[config.mk]
export PLATFORM = sky130hd
export DESIGN_NAME = ohr_ctrl_flat
export DESIGN_NICKNAME = d
export VERILOG_FILES = /design/src/design/ohr_pkg.sv /design/src/design/ohr_req_if.sv /design/src/design/ohr_ctrl.sv /design/src/flat_wrapper.sv
export SDC_FILE = /design/constraint.sdc
export NUM_CORES = 1
export LEC_CHECK = 0
export ABC_AREA = 1
export BUFFER_PORTS_ARGS = -buffer_cell sky130_fd_sc_hd__buf_2
export CAP_MARGIN = 20
export CELL_PAD_IN_SITES_DETAIL_PLACEMENT = 2
export CELL_PAD_IN_SITES_GLOBAL_PLACEMENT = 2
export CORE_AREA = 2 2 225 338
export DETAILED_ROUTE_END_ITERATION = 10
export DIE_AREA = 0 0 227 340
export PLACE_DENSITY_LB_ADDON = 0.1
export SKIP_CTS_REPAIR_TIMING = 1
export SYNTH_ARGS = -nofsm -noshare
export SYNTH_HDL_FRONTEND = slang
export SYNTH_SLANG_ARGS = --single-unit
[constraint.sdc]
create_clock -name clk -period 11.3 [get_ports clk]
set_input_delay 1.695 -clock clk [delete_from_list [all_inputs] [get_ports clk]]
set_output_delay 1.695 -clock clk [all_outputs]
set_load 0.02 [all_outputs]
[src/design/ohr_pkg.sv]
// ----------------------------------------------------------------------------
// ohr_pkg: shared types and constants of the overwriting history ring
// Field widths, request codes and the structs that pass between the
// controller, the entry store and the top level.
// ----------------------------------------------------------------------------
package ohr_pkg;

	// Field widths of the request and result channels.
	localparam int REQ_W  = 2;
	localparam int DATA_W = 32;
	localparam int OFS_W  = 8;
	localparam int SER_W  = 64;
	localparam int CNT_W  = 9;

	// Request codes. The fourth code is unused and changes nothing.
	typedef enum logic [REQ_W-1:0] {
		REQ_PUSH      = 2'd0,
		REQ_BY_OFFSET = 2'd1,
		REQ_BY_SERIAL = 2'd2
	} req_kind_t;

	// Access to the entry store for one request.
	typedef struct packed {
		logic             rd;
		logic             wr;
		logic [CNT_W-1:0] slot;
	} mem_cmd_t;

	// Result of one request, apart from the data read from the store.
	typedef struct packed {
		logic             ok;
		logic             push;
		logic             rd;
		logic [SER_W-1:0] assigned;
		logic [CNT_W-1:0] count;
		logic [SER_W-1:0] oldest;
		logic [SER_W-1:0] newest;
	} res_t;

endpackage

[src/design/ohr_req_if.sv]
// ----------------------------------------------------------------------------
// ohr_req_if: request channel of the overwriting history ring
// Valid/ready handshake carrying one request.
// ----------------------------------------------------------------------------
interface ohr_req_if import ohr_pkg::*; ();
	logic              valid;
	logic              ready;
	logic [REQ_W-1:0]  req_type;
	logic [DATA_W-1:0] entry_data;
	logic [OFS_W-1:0]  read_offset;
	logic [SER_W-1:0]  read_serial;

	modport source (
		output valid, req_type, entry_data, read_offset, read_serial,
		input  ready
	);
	modport sink (
		input  valid, req_type, entry_data, read_offset, read_serial,
		output ready
	);
endinterface

[src/design/ohr_ctrl.sv]
// ----------------------------------------------------------------------------
// ohr_ctrl: ring controller of the overwriting history ring
// Holds occupancy, oldest slot and serial counters, decodes each request,
// computes the store slot and registers the result fields.
// ----------------------------------------------------------------------------
module ohr_ctrl import ohr_pkg::*; #(
	parameter int MAX_DEPTH = 256
) (
	input  logic             clk,
	input  logic             arst_n,
	ohr_req_if.sink          req,
	input  logic             out_ready,
	input  logic             cfg_we,
	input  logic [CNT_W-1:0] cfg_wdata,
	output mem_cmd_t         cmd,
	output logic             res_valid,
	output res_t             res
);

	// Capacity as used: zero acts as one, anything above the depth as the depth.
	function automatic logic [CNT_W-1:0] clamp_cap(input logic [CNT_W-1:0] v);
		logic [CNT_W-1:0] c;
		if (v == '0) begin
			c = CNT_W'(1);
		end else if (int'(v) > MAX_DEPTH) begin
			c = CNT_W'(MAX_DEPTH);
		end else begin
			c = v;
		end
		return c;
	endfunction

	localparam logic [CNT_W-1:0] CAP_RST = clamp_cap(CNT_W'(256));

	logic [CNT_W-1:0] cap_q, held_q, oslot_q;
	logic [SER_W-1:0] next_q, base_q, last_q;
	logic             vld_s1;
	res_t             res_s1;

	logic             acc, is_full, ofs_hit, srl_hit;
	logic [SER_W-1:0] srl_diff;
	logic [CNT_W-1:0] opnd, slot, oslot_adv;
	logic [CNT_W:0]   sum, inc;
	logic [CNT_W-1:0] held_n, oslot_n;
	logic [SER_W-1:0] next_n, base_n, last_n;
	res_t             res_n;

	assign req.ready = !vld_s1 || out_ready;
	assign acc       = req.valid && req.ready;

	// Request decode, slot arithmetic and next state.
	always_comb begin
		is_full  = (held_q == cap_q);
		srl_diff = req.read_serial - base_q;
		srl_hit  = (srl_diff[SER_W-1:CNT_W] == '0) && (srl_diff[CNT_W-1:0] < held_q);
		ofs_hit  = ({1'b0, req.read_offset} < held_q);

		opnd    = '0;
		cmd.rd  = 1'b0;
		cmd.wr  = 1'b0;
		held_n  = held_q;
		oslot_n = oslot_q;
		next_n  = next_q;
		base_n  = base_q;
		last_n  = last_q;
		res_n   = '0;

		// Advance of the oldest slot when a full ring overwrites.
		inc       = {1'b0, oslot_q} + (CNT_W+1)'(1);
		oslot_adv = (inc == {1'b0, cap_q}) ? '0 : inc[CNT_W-1:0];

		case (req.req_type)
			REQ_PUSH: begin
				res_n.ok   = 1'b1;
				res_n.push = 1'b1;
				res_n.assigned = next_q;
				cmd.wr = acc;
				next_n = next_q + SER_W'(1);
				last_n = next_q;
				if (is_full) begin
					base_n  = base_q + SER_W'(1);
					oslot_n = oslot_adv;
				end else begin
					opnd   = held_q;
					held_n = held_q + CNT_W'(1);
				end
			end
			REQ_BY_OFFSET: begin
				res_n.ok = ofs_hit;
				res_n.rd = 1'b1;
				opnd     = {1'b0, req.read_offset};
				cmd.rd   = acc && ofs_hit;
			end
			REQ_BY_SERIAL: begin
				res_n.ok = srl_hit;
				res_n.rd = 1'b1;
				opnd     = srl_diff[CNT_W-1:0];
				cmd.rd   = acc && srl_hit;
			end
			default: begin
			end
		endcase

		// For an access both operands lie below the capacity, so one subtract wraps the sum.
		sum  = {1'b0, oslot_q} + {1'b0, opnd};
		slot = (sum >= {1'b0, cap_q}) ? CNT_W'(sum - {1'b0, cap_q}) : sum[CNT_W-1:0];
		cmd.slot = slot;

		res_n.count  = held_n;
		res_n.oldest = (held_n != '0) ? base_n : '0;
		res_n.newest = (held_n != '0) ? last_n : '0;
	end

	// Ring state and the result register.
	always_ff @(posedge clk or negedge arst_n) begin
		if (!arst_n) begin
			cap_q   <= CAP_RST;
			held_q  <= '0;
			oslot_q <= '0;
			next_q  <= SER_W'(1);
			base_q  <= SER_W'(1);
			last_q  <= '0;
			vld_s1  <= 1'b0;
		end else begin
			if (cfg_we) begin
				cap_q   <= clamp_cap(cfg_wdata);
				held_q  <= '0;
				oslot_q <= '0;
				base_q  <= next_q;
			end else if (acc) begin
				held_q  <= held_n;
				oslot_q <= oslot_n;
				next_q  <= next_n;
				base_q  <= base_n;
				last_q  <= last_n;
			end
			if (acc) begin
				vld_s1 <= 1'b1;
			end else if (out_ready) begin
				vld_s1 <= 1'b0;
			end
		end
	end

	// Result payload; no reset needed.
	always_ff @(posedge clk) begin
		if (acc) begin
			res_s1 <= res_n;
		end
	end

	assign res_valid = vld_s1;
	assign res       = res_s1;

endmodule
[src/flat_wrapper.sv]
// flat-port wrapper written by rule: the top's interface ports become plain ports
module ohr_ctrl_flat import ohr_pkg::*;
#(
	parameter int MAX_DEPTH = 256
)
  (clk, arst_n, out_ready, cfg_we, cfg_wdata, cmd, res_valid, res, req_valid, req_req_type, req_entry_data, req_read_offset, req_read_serial, req_ready);
  ohr_req_if req_i ();
  input  logic clk;
  input  logic arst_n;
  input  logic out_ready;
  input  logic cfg_we;
  input  logic [CNT_W-1:0] cfg_wdata;
  output mem_cmd_t cmd;
  output logic res_valid;
  output res_t res;
  input wire logic [$bits(req_i.valid)-1:0] req_valid;
  input wire logic [$bits(req_i.req_type)-1:0] req_req_type;
  input wire logic [$bits(req_i.entry_data)-1:0] req_entry_data;
  input wire logic [$bits(req_i.read_offset)-1:0] req_read_offset;
  input wire logic [$bits(req_i.read_serial)-1:0] req_read_serial;
  output wire logic [$bits(req_i.ready)-1:0] req_ready;
  assign req_i.valid = req_valid;
  assign req_i.req_type = req_req_type;
  assign req_i.entry_data = req_entry_data;
  assign req_i.read_offset = req_read_offset;
  assign req_i.read_serial = req_read_serial;
  assign req_ready = req_i.ready;
  ohr_ctrl #(.MAX_DEPTH(MAX_DEPTH)) u_core (.clk(clk), .arst_n(arst_n), .req(req_i), .out_ready(out_ready), .cfg_we(cfg_we), .cfg_wdata(cfg_wdata), .cmd(cmd), .res_valid(res_valid), .res(res));
endmodule
==> results of run 1 <==
-- registers in the layout, summed over array words and instances (netlist names) --
signal and cells:
u_core.res 204, u_core.res_valid 1, u_core.held_q 9, u_core.oslot_q 9
u_core.cap_q 9, u_core.last_q 64, u_core.next_q 64, u_core.base_q 64
-- kinds of logic after synthesis --
family | after synthesis
and+or+nand+nor | 1684
buffers and inverters | 696
AOI/OAI and AO/OA | 519
DFF | 424
xor gates and xnor gates | 172
adders and majority gates | 108
-- metrics by stage --
| step | utilization [%] | cells |
|---|---|---|
| 2_1_floorplan | - | 3603 |
| 3_3_place_gp | 40.01 | 4829 |
| 3_5_place_dp | 40.01 | 4829 |
| 4_1_cts | 41.72 | 4904 |
| 5_1_grt | 41.78 | 4906 |
| 6_report | 41.78 | 4906 |
-- area by class of cell --
cell class | count | area share, %
clock inverters | 18 | 0.4584
multi-input cells | 2483 | 41.73
repair buffers | 320 | 5.428
inverters | 604 | 7.326
well taps | 1000 | 4.021
clock buffers | 57 | 3.651
flip-flops and latches | 424 | 37.39
-- power by group through the flow --
stage                     registers (W)  clock network [W]  logic, W
after floorplan                 0.00189                  0  0.000561
after global placement          0.00185                  0  0.000961
after detailed placement        0.00185                  0   0.00100
after CTS                       0.00183            0.00140   0.00101
after global routing            0.00184            0.00145   0.00111
final                           0.00183            0.00137   0.00100
-- worst paths after layout --
path                                    start                 to  slack, ps  cells after the start
max                        req_read_serial[0]             cmd[5]       2760                     32
min                         u_core.last_q[20]  u_core.last_q[20]        500                      2
max reg2reg                  u_core.held_q[1]      u_core.res[3]       6440                     14
min reg2reg                 u_core.last_q[20]  u_core.last_q[20]        500                      2
max in group asynchronous              arst_n  u_core.base_q[55]       8770                      2
min in group asynchronous              arst_n  u_core.last_q[10]       1130                      1
-- layout by cell type, fill, tap and decap left out, types with 3 or more instances in the layout --
cell type / Yosys / layout
dfrtp_1: 217 / 217
nand2_2: 5 / 5
buf_12: 0 / 3
a21oi_2: 7 / 7
inv_1: 591 / 590
buf_4: 2 / 13
edfxtp_1: 204 / 204
nor2_1: 259 / 259
xor2_2: 4 / 4
fa_1: 3 / 3
nor4_1: 40 / 40
nand3b_1: 18 / 18
buf_2: 15 / 303
o21bai_1: 18 / 18
xnor2_1: 21 / 21
clkinv_1: 5 / 11
clkbuf_1: 56 / 11
dfstp_2: 3 / 3
inv_2: 7 / 6
o211ai_1: 15 / 15
nor3_1: 91 / 91
clkbuf_16: 0 / 41
o21ai_0: 134 / 134
o22ai_1: 19 / 19
nand3_1: 121 / 121
a21boi_0: 24 / 24
o221ai_1: 40 / 40
ha_1: 105 / 104
nand4_1: 54 / 54
and2_1: 8 / 8
a21oi_1: 239 / 239
clkinv_2: 0 / 5
xor2_1: 147 / 147
a31oi_1: 8 / 8
a21boi_1: 3 / 3
nand2_1: 1060 / 1060
nor2_4: 3 / 5
a211oi_1: 5 / 5
nor2_2: 9 / 7
clkbuf_8: 0 / 5
-- metal layers --
| layer | up-vias | share of wire (%) | track usage [%] |
|---|---|---|---|
| li1 | 12180 | - | - |
| met1 | 13235 | 40 | 35.56 |
| met2 | 533 | 54 | 58.46 |
| met3 | 187 | 2.4 | 1.865 |
| met4 | 0 | 4.3 | 12.06 |
| met5 | - | 0 | 0 |
-- worst register-to-register path, stage by stage, from the launching register on --
cell	delay (ps)
dfrtp_1	490
inv_1	240
nand2_1	110
nand3_1	100
nor4_1	280
nand2_2	470
ha_1	460
nand2_1	60
o21ai_0	270
nor2_1	210
nand2_1	110
nor2_4	100
buf_4	480
buf_4	890
a21oi_1	290
==> reports/results.tsv, run 1 <==
stage	metric	value	unit
clock_network	clk slew on worst S/H paths	60	ps
synth	sequential fraction of the synthesis area	42.59	%
sta	max-slew violations	0	
global_routing	largest net degree at the start of global routing	144	
floorplanning	I/O Pins	337	
clock_network	CTS tree	built	
power	Sw Ratio	34.28	%
synth	Synth Area in Compound Gates	10.94	%
setup_path	worst path arrival time	6840	ps
clock_network	later-pin clock latency in the skew report	590	ps
place	post-place setup slack	2710	ps
drt	number of vias per cell	5.327	
sta	Slew @ Worst Pin	1088	ps
power	Clock Power Share	32.7	%
layout	multi-input logic area	0.01299	mm2
layout	Final Cell Area	0.03112	mm2
global_routing	first-pass GRT wire length	179.5	mm
drt	antenna-violating nets left	0	
layout	fin nets	4102	
sta	hold slack	495.5	ps
sta	Worst Skew	23.04	ps
drt	DR pass1 iterations	5	
floorplanning	die area	0.07718	mm2
setup_path	Max stage delay on crit path	400	ps
synth	Post-synth top cells	1060 x nand2_1, 591 x inv_1, 259 x nor2_1, 239 x a21oi_1, 217 x dfrtp_1	
sta	Achievable Freq	117.1	MHz
synth	most frequent cell after synthesis	nand2_1	
power	worst vdd ir	0.09422	mV
setup_path	most used cell, CP	nand2_1	
drt	Detailed Route WL	118.8	mm
synth	FFs w/ async S/R, synth	51.89	%
power	Comb power frac	23.9	%
synth	Yosys top cell by area	edfxtp_1	
sta	crit path setup slack, layout	2760	ps
drt	Vias	26135	
layout	fillcell total	8851	
sta	Final Setup Violations	0	
synth	top_reg_cell synth	dfrtp_1	
setup_path	CP max stage cell	fa_1	
synth	mux contribution to synthesized area	0	%
floorplanning	die width	227	um
floorplanning	core area	0.07449	mm2
place	dpl hpwl	95.45	mm
clock_network	CTS Buf Count	41	
power	Flop pwr share	43.4	%
global_routing	Total GRT Usage	30.78	%
clock_network	htree depth	2	
drt	DRC errors left	0	
sta	Relative slew margins	27.44	%
layout	area delta synth->final	13.91	%
synth	Synth Instances	3603	
synth	Post-synth EDFFs	204	
layout	layout cells sized above 1	10.98	%
synth	cell area after synthesis	0.02732	mm2
synth	largest family of logic cells by synthesized area	simple AND/OR/NAND/NOR gates	
power	Power per Cell Area	135.1	mW/mm2
floorplanning	# rows	123	
synth	Ys Warns	0	
sta	period utilization	75.57	%
hold_path	worst hold path type	register to register	
synth	#FFs+latches synth	424	
setup_path	Setup CP Type	primary input to output port	
setup_path	Top delay family on crit path	compound AO/OA/AOI/OAI gates	
global_routing	Remaining Overflow, GRT	0	
place	gpl congestion	0.9193	
synth	Synth Area in Simple Gates	25.86	%
global_routing	initial antenna violation count	0	
synth	top-area cell type share of the netlist area	22.42	%
flow_run	Max Cap Viol	0	
floorplanning	initial cell density of the core	36.67	%
sta	Fin. Hold Viols	0	
clock_network	Num Clock Sinks	424	
power	Power Total	0.004204	W
synth	xor and xnor fraction of the mapped netlist area	5.625	%
drt	Avg WL per Cell	24.23	um
global_routing	number of global-route vias before repair	29143	
synth	Synth cell types	58	
sta	Final Critical Period	8540	ps
sta	setup TNS	0	ps
setup_path	Critical Path Source Type	primary input	
clock_network	Root Buffer	clkbuf_16	
drt	number of DRC markers in iteration 0	1329	
power	Pint	0.002763	W
setup_path	crit-path max FO	11	
place	Cell Area, Placed	0.02980	mm2
power	Leakage	14.95	nW
floorplanning	Die Height	340	um
synth	Synth Area per Inst	7.582	um2
status	status	complete, no violations	
synth	Synthesized Nets	3831	
layout	diode count	0	
power	P_sw	0.001441	W
synth	Synth Area in Adders	5.029	%
clock_network	CTS Buffer Depth	3	
sta	unrepaired setup endpoints after global routing	no	
setup_path	critical path endpoint category	output port	
setup_path	worst path bufs/invs	8	
setup_path	Worst EP required	9610	ps
synth	top post-synthesis cells by area	edfxtp_1 22%, dfrtp_1 20%, nand2_1 15%	
layout	flip-flop and latch area	0.01163	mm2
place	PortBufs	304	
No activity file was read; power rests on OpenSTA's default activity.
==> inputs of run 2 (changes only) <==
- CORE_AREA: 2 2 225 338 -> 2 2 246 369
- DIE_AREA: 0 0 227 340 -> 0 0 248 371
- clock period: 11.3 -> 7.3 ns (I/O delays scaled with it)
==> run 2 against run 1 <==
  * Core utilization decreased by 6.3 points
  * Via count decreased by 3.1%
  * Combinational power grew 54%
  * Wire length is 4.1% lower
  * Count of clock-buffer cells in the layout is 8 lower
  * Global-route usage decreased by 6.0 points
  * Cell area grew 1.2%
  * Worst setup slack worse by 2300 ps
  * Clock skew down 2.5 ps
  * Clock power is 64% higher
  * Critical path type is now register to output port
==> reports/results.tsv, run 2 (synthesized netlist as in run 1, its figures left out) <==
stage	metric	value	unit
setup_path	Critical Path Source Type	register	
layout	Layout Cells excl Fill	5070	
layout	max reg flops	204	
place	PortBufs	304	
place	DP Cell Count	4989	
power	Sw Ratio	33.50	%
setup_path	Setup CP Type	register to output port	
drt	Vias	25333	
global_routing	initial antenna violation count	0	
power	worst vdd ir	0.1503	mV
floorplanning	Die Height	371	um
clock_network	CTS tree	built	
setup_path	Setup crit end	cmd[5]	
layout	most frequent cells in the layout	1060 x nand2_1, 589 x inv_1, 303 x buf_2, 258 x nor2_1, 237 x a21oi_1	
power	Flop pwr share	42.7	%
setup_path	r2r worst-path depth	20	
layout	fin nets	4108	
setup_path	CP max stage cell	dfstp_2	
drt	Detailed Route WL	113.9	mm
sta	unrepaired setup endpoints after global routing	yes	
global_routing	first-pass GRT wire length	171.5	mm
hold_path	worst hold path type	primary input to async pin	
floorplanning	I/O Pins	337	
global_routing	Remaining Overflow, GRT	0	
power	Clock Power Share	34.0	%
setup_path	most used cell, CP	nand2_1	
drt	Avg WL per Cell	22.47	um
sta	Worst Skew	20.50	ps
drt	DRC errors left	0	
floorplanning	die area	0.09201	mm2
power	Power per Cell Area	209.6	mW/mm2
clock_network	later-pin clock latency in the skew report	580	ps
power	P_sw	0.002211	W
place	gpl congestion	0.9034	
clock_network	clk slew on worst S/H paths	70	ps
power	Comb power frac	23.3	%
setup_path	Critical Path Start	u_core.base_q[0]	
drt	antenna-violating nets left	0	
layout	area delta synth->final	15.27	%
global_routing	Total GRT Usage	24.83	%
clock_network	Root Buffer	clkbuf_16	
sta	Final Setup Violations	0	
power	Pint	0.004389	W
clock_network	CTS Buffer Depth	3	
sta	Relative slew margins	24.06	%
global_routing	number of global-route vias before repair	27707	
layout	diode count	0	
setup_path	crit-path max FO	8	
drt	number of DRC markers in iteration 0	1121	
floorplanning	die width	248	um
setup_path	r2r endpoint	u_core.res[203]	
floorplanning	core area	0.08869	mm2
layout	commonest non-fill, non-tap cell in the layout	nand2_1	
clock_network	CTS Buf Count	42	
power	Leakage	15.02	nW
drt	DR pass1 iterations	7	
setup_path	Worst EP required	6200	ps
setup_path	Top delay family on crit path	compound AO/OA/AOI/OAI gates	
status	status	complete, no violations	
global_routing	largest net degree at the start of global routing	152	
setup_path	critical path endpoint category	output port	
setup_path	Worst R2R Setup Slack	2930	ps
layout	Core Util, Final	35.50	%
clock_network	Num Clock Sinks	424	
layout	layout cells sized above 1	11.55	%
clock_network	htree depth	2	
sta	Fin. Hold Viols	0	
sta	Slew @ Worst Pin	1129	ps
sta	setup TNS	0	ps
setup_path	CP Depth	30	
setup_path	worst path bufs/invs	6	
floorplanning	# rows	134	
sta	Final Critical Period	6836	ps
floorplanning	initial cell density of the core	30.80	%
setup_path	worst r2r src	u_core.base_q[0]	
setup_path	worst path arrival time	5740	ps
power	Power Total	0.006600	W
setup_path	Max stage delay on crit path	640	ps
flow_run	Max Cap Viol	0	
drt	number of vias per cell	4.997	
place	dpl hpwl	92.98	mm
sta	period utilization	93.64	%
sta	Achievable Freq	146.3	MHz
sta	max-slew violations	0	
[run 2: how the worst min path moves through the flow]
stage	slack, ps	from	cells past startpoint	endpoint
final	450	arst_n	1	u_core.last_q[9]
after global routing	480	arst_n	1	u_core.last_q[9]
after floorplan	450	u_core.last_q[0]	2	u_core.last_q[0]
after detailed placement	480	u_core.last_q[1]	2	u_core.last_q[1]
after global placement	470	u_core.last_q[44]	2	u_core.last_q[44]
after CTS	480	arst_n	1	u_core.last_q[9]
[run 2: area by class of cell]
| cell class | count | area [um2] |
|---|---|---|
| fill | 10477 | 57200 |
| multi-input combinational | 2484 | 13040 |
| sequential | 424 | 11630 |
| inverter | 604 | 2282 |
| timing repair buffer | 324 | 1694 |
| tap | 1156 | 1446 |
| clock buffer | 49 | 1099 |
| clock inverter | 29 | 294.0 |
[run 2: per-stage QoR]
stage / hold WS, ps / setup slack (ps) / instance area, um2
2_1_floorplan: 453.3 / 228.4 / 27320
3_3_place_gp: 466.2 / 250.5 / 30030
3_5_place_dp: 476.7 / 1.797 / 30030
4_1_cts: 481.3 / -153.5 / 31420
5_1_grt: 484.9 / -18.92 / 31490
6_report: 450.0 / 464.4 / 31490
[run 2: layer usage]
metal	wire length, um	GRT usage [%]	up-vias
met4	3799	7.900	0
met3	2048	1.339	128
met5	0	0	-
li1	-	-	12202
met2	60360	46.71	376
met1	47730	29.82	12627
[run 2: power by group through the flow]
stage / clock network, W / logic, W / registers, W
5_1_grt: 0.00238 / 0.00174 / 0.00283
4_1_cts: 0.00231 / 0.00155 / 0.00282
3_5_place_dp: 0 / 0.00154 / 0.00287
6_report: 0.00224 / 0.00154 / 0.00282
3_3_place_gp: 0 / 0.00151 / 0.00286
2_1_floorplan: 0 / 0.000869 / 0.00293
==> inputs of run 3 (changes only) <==
- GPL_ROUTABILITY_DRIVEN: unset -> 1
- PLACE_DENSITY: unset -> 0.89
- PLACE_DENSITY_LB_ADDON: 0.1 -> unset
- SKIP_LAST_GASP: unset -> 1
==> run 3 against run 2 <==
  * Power increased by 1.5%
  * Worst setup slack got worse by 110 ps
  * Highest routed layer is now met5
  * Register-to-register slack better by 30 ps
  * Global-route usage up 0.66 points
  * Sequential cell count did not move
  * Die area stayed put
  * Clock power up 3%
  * Core utilization about the same
  * Via count up 4.1%
==> reports/results.tsv, run 3 (synthesized netlist as in run 1, its figures left out) <==
stage	metric	value	unit
clock_network	CTS Buffer Depth	3	
power	Leakage	15.07	nW
global_routing	largest net degree at the start of global routing	127	
drt	Detailed Route WL	118.4	mm
sta	hold slack	494.9	ps
floorplanning	die width	248	um
hold_path	hold wc startpoint	u_core.last_q[16]	
clock_network	clk slew on worst S/H paths	70	ps
setup_path	r2r endpoint	u_core.res[203]	
layout	area delta synth->final	15.39	%
floorplanning	Die Height	371	um
place	DP Cell Count	4996	
place	PortBufs	304	
setup_path	Worst R2R Setup Slack	2960	ps
global_routing	number of global-route vias before repair	29270	
clock_network	Num Clock Sinks	424	
setup_path	Max stage delay on crit path	400	ps
layout	commonest non-fill, non-tap cell in the layout	nand2_1	
floorplanning	I/O Pins	337	
power	Power per Cell Area	212.5	mW/mm2
power	worst vdd ir	0.1685	mV
layout	diode count	0	
status	status	complete, no violations	
global_routing	global routing usage on met3	1.664	%
place	dpl hpwl	94.39	mm
global_routing	met2 usage in global routing	46.94	%
clock_network	htree depth	2	
setup_path	crit-path max FO	4	
layout	Core Util, Final	35.54	%
floorplanning	initial cell density of the core	30.80	%
drt	Avg WL per Cell	23.34	um
clock_network	later-pin clock latency in the skew report	580	ps
place	gpl congestion	0.9401	
setup_path	critical path endpoint category	output port	
setup_path	r2r worst-path depth	21	
clock_network	CTS Buf Count	40	
power	Power Total	0.006700	W
layout	fin nets	4112	
layout	Layout Cells excl Fill	5072	
sta	Worst Skew	22.12	ps
hold_path	worst hold path type	register to register	
clock_network	Root Buffer	clkbuf_16	
sta	Slew @ Worst Pin	1104	ps
setup_path	worst r2r src	u_core.base_q[0]	
setup_path	CP max stage cell	fa_1	
sta	Final Critical Period	6944	ps
sta	period utilization	95.13	%
global_routing	first-pass GRT wire length	177.9	mm
drt	DR pass1 iterations	5	
hold_path	Worst Hold End	u_core.last_q[16]	
drt	antenna-violating nets left	0	
sta	Achievable Freq	144.0	MHz
layout	max reg flops	204	
global_routing	Total GRT Usage	25.49	%
drt	Vias	26367	
floorplanning	core area	0.08869	mm2
global_routing	routing usage on met1	29.25	%
sta	Final Setup Violations	0	
setup_path	Critical Path Source Type	primary input	
global_routing	initial antenna violation count	2	
floorplanning	# rows	134	
setup_path	Worst EP required	6200	ps
layout	layout cells sized above 1	11.57	%
sta	max-slew violations	0	
hold_path	WHS Path Cells	2	
clock_network	CTS tree	built	
drt	DRC errors left	0	
floorplanning	die area	0.09201	mm2
global_routing	Remaining Overflow, GRT	0	
setup_path	worst path arrival time	5850	ps
layout	most frequent cells in the layout	1060 x nand2_1, 589 x inv_1, 303 x buf_2, 258 x nor2_1, 239 x a21oi_1	
sta	setup TNS	0	ps
drt	number of vias per cell	5.199	
flow_run	Max Cap Viol	0	
global_routing	grt peak-use layer	met2	
sta	Fin. Hold Viols	0	
setup_path	Setup CP Type	primary input to output port	
sta	Relative slew margins	26.31	%
drt	number of DRC markers in iteration 0	1077	
run 3: cell type report:
cell class / instances / area (um2)
fill: 10471 / 57170
multi-input combinational: 2484 / 13020
sequential: 424 / 11630
inverter: 604 / 2280
timing repair buffer: 330 / 1752
tap: 1156 / 1446
clock buffer: 48 / 1094
clock inverter: 26 / 297.8
run 3: worst max-delay path by stage:
| stage | cells after the start | endpoint | start | slack, ps |
|---|---|---|---|---|
| global placement | 32 | cmd[7] | req_read_serial[0] | 30 |
| global route | 33 | cmd[7] | req_read_serial[0] | -70 |
| finish | 30 | cmd[7] | req_read_serial[0] | 360 |
| floorplan | 6 | cmd[10] | out_ready | 230 |
| detailed placement | 28 | cmd[7] | req_read_serial[0] | -40 |
| CTS | 28 | cmd[7] | req_read_serial[0] | -60 |
run 3: per-layer routing:
metal  wire [um]  vias to the layer above
met5          10                        -
met4        6753                        2
met2       61610                      619
li1            -                    12196
met3        3436                      237
met1       46560                    13313
run 3: per-stage QoR:
step           cell area (um2)  worst slack, ps
5_1_grt                  31520           -65.84
2_1_floorplan            27320            228.4
3_5_place_dp             30090           -41.72
6_report                 31520            355.6
4_1_cts                  31480           -61.60
3_3_place_gp             30090            26.87
run 3: report_power, final:
part | internal (W) | switching [W]
Clock | 0.00129 | 0.00101
Combinational | 0.000468 | 0.00111
Sequential | 0.00269 | 0.000125
run 3: critical path: cells and delay by family:
family,cells,cell delay (ps)
AOI/OAI and AO/OA,5,950
xor gates and xnor gates,1,230
adders and majority gates,4,1200
buffers and inverters,9,970
and+or+nand+nor,11,1410
